**src/hw/rtl/sed_pkg.sv**
```systemverilog
// Types and constants shared by the string escape decoder modules.
// No dependencies.
package sed_pkg;

    localparam logic [7:0] C_QUOTE = 8'h27;
    localparam logic [7:0] C_BSL   = 8'h5C;
    localparam logic [7:0] C_X     = 8'h78;
    localparam logic [7:0] C_B     = 8'h62;
    localparam logic [7:0] C_F     = 8'h66;
    localparam logic [7:0] C_N     = 8'h6E;
    localparam logic [7:0] C_R     = 8'h72;
    localparam logic [7:0] C_T     = 8'h74;

    localparam logic [7:0] CTRL_BS = 8'h08;
    localparam logic [7:0] CTRL_FF = 8'h0C;
    localparam logic [7:0] CTRL_LF = 8'h0A;
    localparam logic [7:0] CTRL_CR = 8'h0D;
    localparam logic [7:0] CTRL_HT = 8'h09;

    localparam int HEX_RADIX  = 16;
    localparam int OCT_DIGITS = 3;

    localparam logic [1:0] HEX_FULL_CNT = 2'($clog2(HEX_RADIX) / 2);
    localparam logic [1:0] OCT_LAST_CNT = 2'(OCT_DIGITS - 1);

    typedef enum logic [2:0] {
        SED_PLAIN = 3'd0,
        SED_QUOTE = 3'd1,
        SED_BSL   = 3'd2,
        SED_HEX   = 3'd3,
        SED_OCT   = 3'd4
    } t_sed_mode;

    typedef struct packed {
        logic [7:0] in_byte;
        logic       in_last;
    } t_sed_in;

    typedef struct packed {
        logic [7:0] out_byte;
        logic       has_byte;
        logic       end_of_string;
    } t_sed_item;

    // Results of one input item, r0 first; cnt is 0, 1 or 2.
    typedef struct packed {
        logic [1:0] cnt;
        t_sed_item  r0;
        t_sed_item  r1;
    } t_sed_pair;

endpackage

```
**src/hw/rtl/sed_decode.sv**
```systemverilog
// Escape decoding state and per-item result generation.
// Depends on sed_pkg.
module sed_decode (
    input  logic               i_clk,
    input  logic               i_rst_n,
    input  logic               i_consume,
    input  sed_pkg::t_sed_in   i_item,
    output sed_pkg::t_sed_pair o_pair
);
    import sed_pkg::*;

    t_sed_mode  r_mode, n_mode, s_mode;
    logic [7:0] r_val, n_val, s_val;
    logic [1:0] r_cnt, n_cnt, s_cnt;

    logic [7:0] b;
    logic       is_hex, is_oct, is_ctrl;
    logic [3:0] hex_val;
    logic [2:0] oct_val;
    logic [7:0] ctrl_byte, hex_acc, oct_acc;
    logic [1:0] hex_cnt;
    logic       hex_full, oct_full;
    t_sed_mode  plain_mode;
    logic       plain_emits;
    t_sed_pair  pair;

    function automatic t_sed_pair push(t_sed_pair p, logic [7:0] v);
        t_sed_item it;
        it = '{out_byte: v, has_byte: 1'b1, end_of_string: 1'b0};
        if (p.cnt == 2'd0) begin
            p.r0 = it;
        end else begin
            p.r1 = it;
        end
        p.cnt = p.cnt + 2'd1;
        return p;
    endfunction

    assign b = i_item.in_byte;

    always_comb begin
        is_hex  = 1'b1;
        hex_val = b[3:0];
        priority if (b >= 8'h30 && b <= 8'h39) begin
            hex_val = b[3:0];
        end else if ((b >= 8'h61 && b <= 8'h66) || (b >= 8'h41 && b <= 8'h46)) begin
            hex_val = b[3:0] + 4'd9;
        end else begin
            is_hex = 1'b0;
        end
    end

    always_comb begin
        is_ctrl   = 1'b1;
        ctrl_byte = CTRL_BS;
        priority if (b == C_B) begin
            ctrl_byte = CTRL_BS;
        end else if (b == C_F) begin
            ctrl_byte = CTRL_FF;
        end else if (b == C_N) begin
            ctrl_byte = CTRL_LF;
        end else if (b == C_R) begin
            ctrl_byte = CTRL_CR;
        end else if (b == C_T) begin
            ctrl_byte = CTRL_HT;
        end else begin
            is_ctrl = 1'b0;
        end
    end

    assign is_oct   = (b >= 8'h30) && (b <= 8'h37);
    assign oct_val  = b[2:0];
    assign hex_acc  = {r_val[3:0], hex_val};
    assign oct_acc  = {r_val[4:0], oct_val};
    assign hex_cnt  = r_cnt + 2'd1;
    assign hex_full = hex_cnt >= HEX_FULL_CNT;
    assign oct_full = r_cnt >= OCT_LAST_CNT;

    always_comb begin
        plain_emits = 1'b0;
        priority if (b == C_QUOTE) begin
            plain_mode = SED_QUOTE;
        end else if (b == C_BSL) begin
            plain_mode = SED_BSL;
        end else begin
            plain_mode  = SED_PLAIN;
            plain_emits = 1'b1;
        end
    end

    // Next state
    always_comb begin
        s_mode = SED_PLAIN;
        s_val  = r_val;
        s_cnt  = r_cnt;
        unique case (r_mode)
            SED_QUOTE: s_mode = SED_PLAIN;
            SED_BSL: begin
                if (b == C_X) begin
                    s_mode = SED_HEX;
                    s_val  = 8'd0;
                    s_cnt  = 2'd0;
                end else if (is_oct && !is_ctrl) begin
                    s_mode = SED_OCT;
                    s_val  = {5'd0, oct_val};
                    s_cnt  = 2'd1;
                end
            end
            SED_HEX: begin
                if (is_hex) begin
                    s_val  = hex_acc;
                    s_cnt  = hex_cnt;
                    s_mode = hex_full ? SED_PLAIN : SED_HEX;
                end else begin
                    s_mode = plain_mode;
                end
            end
            SED_OCT: begin
                if (is_oct) begin
                    s_val  = oct_acc;
                    s_mode = oct_full ? SED_PLAIN : SED_OCT;
                    if (!oct_full) begin
                        s_cnt = r_cnt + 2'd1;
                    end
                end else begin
                    s_mode = plain_mode;
                end
            end
            default: s_mode = plain_mode;
        endcase
        if (s_mode != SED_HEX && s_mode != SED_OCT) begin
            s_val = 8'd0;
            s_cnt = 2'd0;
        end
        n_mode = s_mode;
        n_val  = s_val;
        n_cnt  = s_cnt;
        if (i_item.in_last) begin
            n_mode = SED_PLAIN;
            n_val  = 8'd0;
            n_cnt  = 2'd0;
        end
    end

    // Results
    always_comb begin
        pair = '0;
        unique case (r_mode)
            SED_QUOTE: pair = push(pair, b);
            SED_BSL: begin
                if (is_ctrl) begin
                    pair = push(pair, ctrl_byte);
                end else if (b != C_X && !is_oct) begin
                    pair = push(pair, b);
                end
            end
            SED_HEX: begin
                if (is_hex) begin
                    if (hex_full) begin
                        pair = push(pair, hex_acc);
                    end
                end else begin
                    pair = push(pair, r_val);
                    if (plain_emits) begin
                        pair = push(pair, b);
                    end
                end
            end
            SED_OCT: begin
                if (is_oct) begin
                    if (oct_full) begin
                        pair = push(pair, oct_acc);
                    end
                end else begin
                    pair = push(pair, r_val);
                    if (plain_emits) begin
                        pair = push(pair, b);
                    end
                end
            end
            default: begin
                if (plain_emits) begin
                    pair = push(pair, b);
                end
            end
        endcase
        if (i_item.in_last) begin
            if (s_mode == SED_HEX || s_mode == SED_OCT) begin
                pair = push(pair, s_val);
            end
            if (pair.cnt == 2'd0) begin
                pair.cnt = 2'd1;
                pair.r0  = '{out_byte: 8'd0, has_byte: 1'b0, end_of_string: 1'b1};
            end else if (pair.cnt == 2'd1) begin
                pair.r0.end_of_string = 1'b1;
            end else begin
                pair.r1.end_of_string = 1'b1;
            end
        end
    end

    assign o_pair = pair;

    always_ff @(posedge i_clk) begin
        if (!i_rst_n) begin
            r_mode <= SED_PLAIN;
            r_val  <= 8'd0;
            r_cnt  <= 2'd0;
        end else if (i_consume) begin
            r_mode <= n_mode;
            r_val  <= n_val;
            r_cnt  <= n_cnt;
        end
    end

    a_last_resets: assert property (@(posedge i_clk) disable iff (!i_rst_n)
        i_consume && i_item.in_last |=> r_mode == SED_PLAIN && r_val == 8'd0 && r_cnt == 2'd0)
        else $error("state not cleared after last byte");

    a_last_has_result: assert property (@(posedge i_clk) disable iff (!i_rst_n)
        i_item.in_last |-> pair.cnt != 2'd0)
        else $error("last byte gave no result");

endmodule

```
**src/hw/rtl/sed_out_buf.sv**
```systemverilog
// Two-slot result buffer taking up to two items at once, releasing one per cycle while the consumer is ready.
// Depends on sed_pkg.
module sed_out_buf (
    input  logic               i_clk,
    input  logic               i_rst_n,
    input  logic               i_push,
    input  sed_pkg::t_sed_pair i_pair,
    output logic [1:0]         o_free,
    output logic               o_valid,
    input  logic               i_ready,
    output sed_pkg::t_sed_item o_item
);
    import sed_pkg::*;

    logic [1:0] r_cnt, n_cnt, base;
    t_sed_item  r_slot0, r_slot1, n_slot0, n_slot1;
    logic       pop;

    assign o_valid = r_cnt != 2'd0;
    assign o_item  = r_slot0;
    assign pop     = o_valid && i_ready;
    assign base    = r_cnt - {1'b0, pop};
    assign o_free  = 2'd2 - base;

    always_comb begin
        n_slot0 = pop ? r_slot1 : r_slot0;
        n_slot1 = r_slot1;
        n_cnt   = base;
        if (i_push) begin
            n_cnt = base + i_pair.cnt;
            if (base == 2'd0) begin
                n_slot0 = i_pair.r0;
                n_slot1 = i_pair.r1;
            end else if (base == 2'd1) begin
                n_slot1 = i_pair.r0;
            end
        end
    end

    always_ff @(posedge i_clk) begin
        if (!i_rst_n) begin
            r_cnt <= 2'd0;
        end else begin
            r_cnt <= n_cnt;
        end
    end

    always_ff @(posedge i_clk) begin
        r_slot0 <= n_slot0;
        r_slot1 <= n_slot1;
    end

    a_no_overflow: assert property (@(posedge i_clk) disable iff (!i_rst_n)
        i_push |-> i_pair.cnt <= o_free)
        else $error("result buffer overflow");

    a_cnt_range: assert property (@(posedge i_clk) disable iff (!i_rst_n)
        r_cnt != 2'd3)
        else $error("result buffer count out of range");

endmodule

```
**src/hw/rtl/string_escape_decoder_unit.sv**
```systemverilog
// Top level of the string escape decoder: input register, decoder, result buffer.
// Depends on sed_pkg, sed_decode and sed_out_buf.
//
// Takes one raw byte of a quoted string literal per cycle and gives its decoded bytes,
// with an end-of-string result on the last byte. An item is accepted every cycle while
// the two-slot result buffer has room; an item whose results fit is decoded in the cycle
// after it is accepted, and its results are then registered into the buffer. The output side
// delivers one result per cycle while the receiver is ready, so an item that yields two results
// (an escape ended by a plain byte) can hold the input back until the buffer has room for both.
module string_escape_decoder_unit (
    input  logic               i_clk,
    input  logic               i_rst_n,
    input  logic               i_in_valid,
    output logic               o_in_ready,
    input  sed_pkg::t_sed_in   i_in_item,
    output logic               o_out_valid,
    input  logic               i_out_ready,
    output sed_pkg::t_sed_item o_out_item
);
    import sed_pkg::*;

    logic       r_in_valid;
    t_sed_in    r_in_item;
    t_sed_pair  pair;
    logic [1:0] free;
    logic       consume;

    assign consume    = r_in_valid && (pair.cnt <= free);
    assign o_in_ready = !r_in_valid || consume;

    always_ff @(posedge i_clk) begin
        if (!i_rst_n) begin
            r_in_valid <= 1'b0;
        end else if (o_in_ready) begin
            r_in_valid <= i_in_valid;
        end
    end

    always_ff @(posedge i_clk) begin
        if (o_in_ready && i_in_valid) begin
            r_in_item <= i_in_item;
        end
    end

    sed_decode u_decode (
        .i_clk     (i_clk),
        .i_rst_n   (i_rst_n),
        .i_consume (consume),
        .i_item    (r_in_item),
        .o_pair    (pair)
    );

    sed_out_buf u_out_buf (
        .i_clk   (i_clk),
        .i_rst_n (i_rst_n),
        .i_push  (consume),
        .i_pair  (pair),
        .o_free  (free),
        .o_valid (o_out_valid),
        .i_ready (i_out_ready),
        .o_item  (o_out_item)
    );

endmodule
```
**config.mk**
```make
export PLATFORM = sky130hd
export DESIGN_NAME = string_escape_decoder_unit
export DESIGN_NICKNAME = d
export VERILOG_FILES = /design/src/hw/rtl/sed_pkg.sv /design/src/hw/rtl/sed_decode.sv /design/src/hw/rtl/sed_out_buf.sv /design/src/hw/rtl/string_escape_decoder_unit.sv
export SDC_FILE = /design/constraint.sdc
export NUM_CORES = 1
export LEC_CHECK = 0
export CORE_MARGIN = 2
export CORE_UTILIZATION = 60
export DETAILED_ROUTE_END_ITERATION = 16
export DONT_BUFFER_PORTS = 1
export GPL_TIMING_DRIVEN = 0
export PLACE_DENSITY_LB_ADDON = 0.1
export SYNTH_ARGS = -nofsm -noshare
export SYNTH_HDL_FRONTEND = slang
export SYNTH_SLANG_ARGS = --single-unit
```
**constraint.sdc**
```tcl
create_clock -name i_clk -period 6 [get_ports i_clk]
set_clock_uncertainty 0.1 [all_clocks]
set_input_delay 0.6 -clock i_clk [delete_from_list [all_inputs] [get_ports i_clk]]
set_output_delay 0.6 -clock i_clk [all_outputs]
set_load 0.01 [all_outputs]
```
Word-level counts from Yosys, hierarchy flattened

Index checks and enable logic that the tools add are counted.

Flip-flop bits (word level): 45
Input port bits: 13
Output and inout port bits: 12
Logic and storage cells: 142

Add/sub/neg operators: 6
$lt $le $gt $ge: 10
Equality and inequality tests: 23
Multiplexer cells: 66
Reduce and logical (&&, ||, !) cells: 24

Operators with widths:

| operator           | count |
|---|---|
| $mux 22            | 7 |
| $pmux 22 s4        | 1 |
| $mux 21            | 4 |
| $mux 8             | 10 |
| $mux 10            | 7 |
| $eq 8x7->1 const B | 7 |
| $pmux 8 s3         | 1 |
| $mux 3             | 7 |
| $mux 2             | 10 |
| $ge 8x7->1 const B | 2 |
| $le 8x6->1 const B | 2 |
| $le 8x7->1 const B | 2 |
| $mux 1             | 14 |
| $pmux 3 s4         | 1 |
| $mux 11            | 1 |
| $logic_and 1x1->1  | 10 |
| $eq 3x2->1 const B | 3 |
| $eq 8x6->1 const B | 1 |
| $ge 8x6->1 const B | 1 |
| $mux 4             | 2 |
| $ne 4x2->1 const B | 2 |
| $ne 8x7->1 const B | 1 |
| $eq 3x3->1 const B | 2 |
| $logic_not 2->1    | 3 |
| 20 further kinds   | 28 |

Logic depth before layout (Yosys ltp)

Depth in word-level cells: 25
Gate-level depth with buffers: 22
Gate-level depth less buffers: 19

By module

From an unflattened synthesis, not the netlist that was laid out.

Cells, all modules: 397
Area total of the unflattened synthesis: 3359.5 um2

Modules (own cells, without submodules):

| module                     | times used | cells each | area each (um2) | seq. area each (um2) |
|---|---|---|---|---|
| sed_decode                 | 1          | 285        | 1950.6          | 260.2 |
| sed_out_buf                | 1          | 90         | 1027.2          | 540.5 |
| string_escape_decoder_unit | 1          | 22         | 381.6           | 290.3 |

Worst setup path after synthesis

Ideal clock, no wire load.

Path type: register to register
From: register r_in_item[1] (netlist name)
To: register u_out_buf.r_slot1[0] (netlist name) (enable)
Setup time: 0.376 ns
Arrival: 4.607 ns
Data required time: 5.524 ns
Path slack: 0.917 ns
Cell stages (with the launch flop): 22
Path buffers: 4
Period minus slack after synthesis: 5.083 ns
Cell sequence: edfxtp_1 -> clkbuf_1 -> inv_1 -> ha_1 -> nor3b_1 -> or3_1 -> buf_6 -> o211ai_2 -> a21oi_1 -> or3_1 -> o22ai_1 -> ha_1 -> nand3_1 -> nand2_1 -> ha_1 -> inv_1 -> nor2_1 -> o22ai_1 -> nand2_1 -> clkbuf_1 -> clkbuf_1 -> nor2_1

Longest elaborated chain between the ends: 21
Elaborated cells between the ends (all ways): 60
Classes of those cells: 1 x add/sub; 8 x order compare; 11 x eq/ne; 27 x mux; 13 x reduce/logical

Ends and longest elaborated chain:

| element                        | line                             | source |
|---|---|---|
| start: declaration             | string_escape_decoder_unit.sv:23 | `t_sed_in r_in_item;` |
| start signal: assignment       | string_escape_decoder_unit.sv:41 | `r_in_item <= i_in_item;` |
| $eq 8x7->1                     | sed_decode.sv:64                 | `end else if (b == C_T) begin` |
| $mux 1                         | sed_decode.sv:64                 |  |
| $mux 1                         | sed_decode.sv:62                 | `end else if (b == C_R) begin` |
| $mux 1                         | sed_decode.sv:60                 | `end else if (b == C_N) begin` |
| $mux 1                         | sed_decode.sv:58                 | `end else if (b == C_F) begin` |
| $mux 1                         | sed_decode.sv:56                 | `priority if (b == C_B) begin` |
| $logic_not 1->1                | sed_decode.sv:103                | `end else if (is_oct && !is_ctrl) begin` |
| $logic_and 1x1->1              | sed_decode.sv:103                |  |
| [5 not listed]                 | n/a                              |  |
| $mux 22                        | sed_decode.sv:188                | `if (s_mode == SED_HEX \|\| s_mode == SED_OCT) begin` |
| $mux 22                        | sed_decode.sv:187                | `if (i_item.in_last) begin` |
| $logic_not 2->1                | sed_decode.sv:191                | `if (pair.cnt == 2'd0) begin` |
| $mux 11                        | sed_decode.sv:191                |  |
| $mux 22 (*)                    | sed_decode.sv:187                |  |
| $le 2x2->1 (*)                 | string_escape_decoder_unit.sv:28 | `assign consume = r_in_valid && (pair.cnt <= free);` |
| $logic_and 1x1->1 (*)          | string_escape_decoder_unit.sv:28 |  |
| $reduce_and 2->1 (no line) (*) | n/a                              |  |
| end signal: assignment         | sed_out_buf.sv:50                | `r_slot1 <= n_slot1;` |
| end: declaration               | sed_out_buf.sv:16                | `t_sed_item r_slot0, r_slot1, n_slot0, n_slot1;` |

Every way passes the cells marked *; elsewhere a longest branch is shown, timed or not. The select of a mux whose other input is x is not followed.
A chain may end at the register's enable or synchronous reset.

Worst setup path in the final report

From: register r_in_item[1] (netlist name)
To: register u_decode.r_val[2]

Longest elaborated chain between the ends: 20
Elaborated cells between the ends (all ways): 72
Classes of those cells: 2 x add/sub; 8 x order compare; 13 x eq/ne; 36 x mux; 13 x reduce/logical

Ends and longest elaborated chain:

| element                | line                             | source |
|---|---|---|
| $eq 8x7->1             | sed_decode.sv:64                 |  |
| $mux 1                 | sed_decode.sv:64                 |  |
| $mux 1                 | sed_decode.sv:62                 |  |
| $mux 1                 | sed_decode.sv:60                 |  |
| $mux 1                 | sed_decode.sv:58                 |  |
| $mux 1                 | sed_decode.sv:56                 |  |
| $logic_not 1->1        | sed_decode.sv:103                |  |
| $logic_and 1x1->1      | sed_decode.sv:103                |  |
| [4 not listed]         | n/a                              |  |
| $logic_or 1x1->1       | sed_decode.sv:188                |  |
| $mux 22                | sed_decode.sv:188                |  |
| $mux 22                | sed_decode.sv:187                |  |
| $logic_not 2->1        | sed_decode.sv:191                |  |
| $mux 11                | sed_decode.sv:191                |  |
| $mux 22                | sed_decode.sv:187                |  |
| $le 2x2->1             | string_escape_decoder_unit.sv:28 |  |
| $logic_and 1x1->1      | string_escape_decoder_unit.sv:28 |  |
| end signal: assignment | sed_decode.sv:211                | `r_val <= n_val;` |
| end: declaration       | sed_decode.sv:13                 | `logic [7:0] r_val, n_val, s_val;` |

Parallel ways exist; a longest one is shown, timed or not. The select of a mux whose other input is x is not followed.

==> run metrics <==
status=finished, final reports clean; DRC=0; Global Route Usage Sum=33.7%; final period utilization=91.9%; critical path buffer and inverter count=4; pre-CTS setup slack=-0.447 ns; IO Port Bufs=0; clk buf depth=2; critical path capture point type=flip-flop; Die Span X=about 80 µm; FP Rows=27; Final Hold Vio Count=0; CTS tree=yes; DIE HEIGHT=79.7 µm; number of synthesized register bits=45; EDFF count, synth=19; Tightest Hold Check Type=input port to flip-flop; pin count of the biggest net entering global routing=14; Critical Path Stages=21; worst r2r path cells=21; diodes inserted=0; drt pass-1 iters=6; average cell area after synthesis=between 8 and 9 µm²; die area=6350 µm²; R2R Setup Slk=around 0.48 ns; Synth Net Count=around 440; Crit path required time=6.14 ns; Setup TNS=0 ns; CTS Hold Bufs=0; max-cap violations=0; WHS=0.281 ns; clock root cell=clkbuf_8; Peak VDD IR=0.276 mV; vias per inst=6.99; Slew Viols, Final=0; global-route wire length before repair=16300 µm; vias in the first global route=~3200; P&R area growth vs syn=6.84%; Worst slew margin=29.4%; leakage power=1.42 nW; post-route ant nets=0; library cells used by synthesis=71; fin util=66.7%; slew at the pin closest to its max-slew limit=1.05 ns; slowest stage delay, CP=0.45 ns; DRC violation total after the first TritonRoute iteration=approximately 340; Nets=446; clock latency at the later pin of the worst-skew pair=about 0.31 ns; Initial Util=62.4%; Critical Path, Cell by Cell=clkbuf_2 -> inv_1 -> ha_1 -> nor3b_1 -> or3_1 -> buf_6 -> o211ai_2 -> a21oi_1 -> or3_1 -> o22ai_1 -> ha_1 -> nand3_1 -> nand2_1 -> ha_1 -> inv_1 -> nor2_1 -> o22ai_1 -> nand2_1 -> nor3b_4 -> or3b_1 -> a21oi_1; Detailed Route WL=10100 µm; Power Dens Cells=351 nW/µm²; crit path launch type=flip-flop; share of cells above drive strength 1=8.31%; Tot Pwr=0.00129 W; Detailed Place HPWL=about 7600 µm; CTS buffer count=5; vias=about 3400; critical path class=flip-flop to flip-flop; Sink Count=45; Tmin final=5.52 ns; Setup-failing EPs final=0; Reg clk slew, reported paths=0.09 ns; highest clock rate=approximately 180 MHz; delay-heaviest family, CP=simple AND/OR/NAND/NOR gates; Placer Congestion=1.06; I/O pin cnt=25; Slowest cell on crit path=nor3b_4; CP dominant cell by count=ha_1; initial antenna violation count=0; Crit Path Max Fanout=10; Post-Syn Instances=about 410; Congestion Overflow GR=0; CP arrival=roughly 5.7 ns; yosys warns=0; Post-Syn Area=3440 µm²; H-tree depth=2; worst setup margin=0.484 ns; Hold Path Stages=0; core outline area=5510 µm²; wire per inst=a little over 20 µm; sequential area share after synthesis=about a third; share of synthesized registers carrying an async set or reset=0%; ys flop type=dfxtp_1; RSZ-0062 raised after global routing=false
==> final cells by class <==
| cell class | count | area (µm²) |
|---|---|---|
| repair buffers | 1 | 20.0 |
| flip-flops and latches | 45 | 1090 |
| fillers | 470 | 1830 |
| clock inverters | 1 | 3.75 |
| plain buffers | 27 | 116 |
| well taps | 72 | 90.1 |
| multi-input cells | 321 | 2180 |
| inverters | 19 | 71.3 |
| clock buffers | 7 | 97.6 |
==> state kept, by name, indices dropped and copies added (netlist names) <==
signal / count
u_decode.r_val: 8
r_in_item: 9
r_in_valid: 1
u_decode.r_cnt: 2
u_out_buf.r_slot1: 10
u_out_buf.r_cnt: 2
u_decode.r_mode: 3
u_out_buf.o_item: 10
==> logic make-up (layout without fill, tap and decap cells) <==
kind of cell               after synthesis  after routing  synth area share (%)
AOI/OAI and AO/OA                      133            133                  26.9
xor gates and xnor gates                 3              3                 0.765
adders and majority gates               15             15                  5.32
buffers and inverters                   47             55                  5.50
DFF                                     45             45                  31.7
muxes                                   24             24                  7.06
and+or+nand+nor                        146            146                  22.7
==> per-stage QoR <==
step | cells | cell area [µm²]
after global routing | 493 | 3670
after global placement | 485 | 3530
after detailed placement | 485 | 3530
after floorplan | 413 | 3440
final | 493 | 3670
after CTS | 493 | 3640
==> routing by layer <==
| metal | global-route usage [%] | share of wire (%) |
|---|---|---|
| met5 | 0 | 0 |
| met4 | 14.1 | 4.1 |
| met3 | 6.90 | 9.0 |
| met2 | 55.2 | 46 |
| met1 | 43.0 | 41 |
==> worst paths after layout <==
check | from | to
max reg2reg | r_in_item[1] | u_decode.r_val[2]
min | i_in_item[3] | r_in_item[3]
min reg2reg | u_decode.r_cnt[0] | u_decode.r_cnt[0]
max | r_in_item[1] | u_decode.r_val[2]
==> layout by cell type (no fill, tap or decap), types with 10 or more instances in the layout <==
cell type,instances
a21oi_1,35
a22oi_1,10
clkbuf_1,19
dfxtp_1,26
edfxtp_1,19
ha_1,13
inv_1,17
mux2i_1,22
nand2_1,36
nand3_1,14
nor2_1,30
nor3_1,12
o21ai_0,16
==> synthesized netlist by cell type (3+ instances only) <==
cell,n,area share [%]
a211o_1,3,0.76
a211oi_1,7,1.5
a21o_1,7,1.5
a21oi_1,35,5.1
a221oi_1,5,1.3
a22o_1,3,0.76
a22oi_1,10,2.2
a2bb2oi_1,3,0.76
a31oi_1,3,0.55
and2_1,3,0.55
buf_2,4,0.58
clkbuf_1,21,2.3
dfxtp_1,26,15
edfxtp_1,19,17
ha_1,13,4.7
inv_1,17,1.9
mux2i_1,22,6.4
nand2_1,36,3.9
nand2b_1,6,1.1
nand3_1,14,2.0
nand3b_1,5,1.1
nand4_1,3,0.55
nor2_1,32,3.5
nor3_1,12,1.7
nor4_1,6,1.1
o211ai_1,5,1.1
o21a_1,7,1.5
o21ai_0,16,2.3
o22ai_1,4,0.73
o31ai_1,4,0.87
o32ai_1,3,0.76
or2_2,3,0.55
or3_1,5,0.91
==> power by group <==
part / internal, W / switching (W) / total, W
Clock: 0.000106 / 0.000108 / 0.000215
Combinational: 0.000222 / 0.000345 / 0.000566
Sequential: 0.000434 / 0.0000720 / 0.000506
Total: 0.000763 / 0.000525 / 0.00129
==> what timing repair did <==
item | 4_1_cts | 5_1_grt
endpoints found under the hold margin | 0 | 0
pin swaps | 0 | 1
gates resized for setup | 2 | 7
setup buffers | 0 | 1
cloned | 0 | 0
setup endpoints to repair | 10 | 38
(Power assumes the default switching activity.)
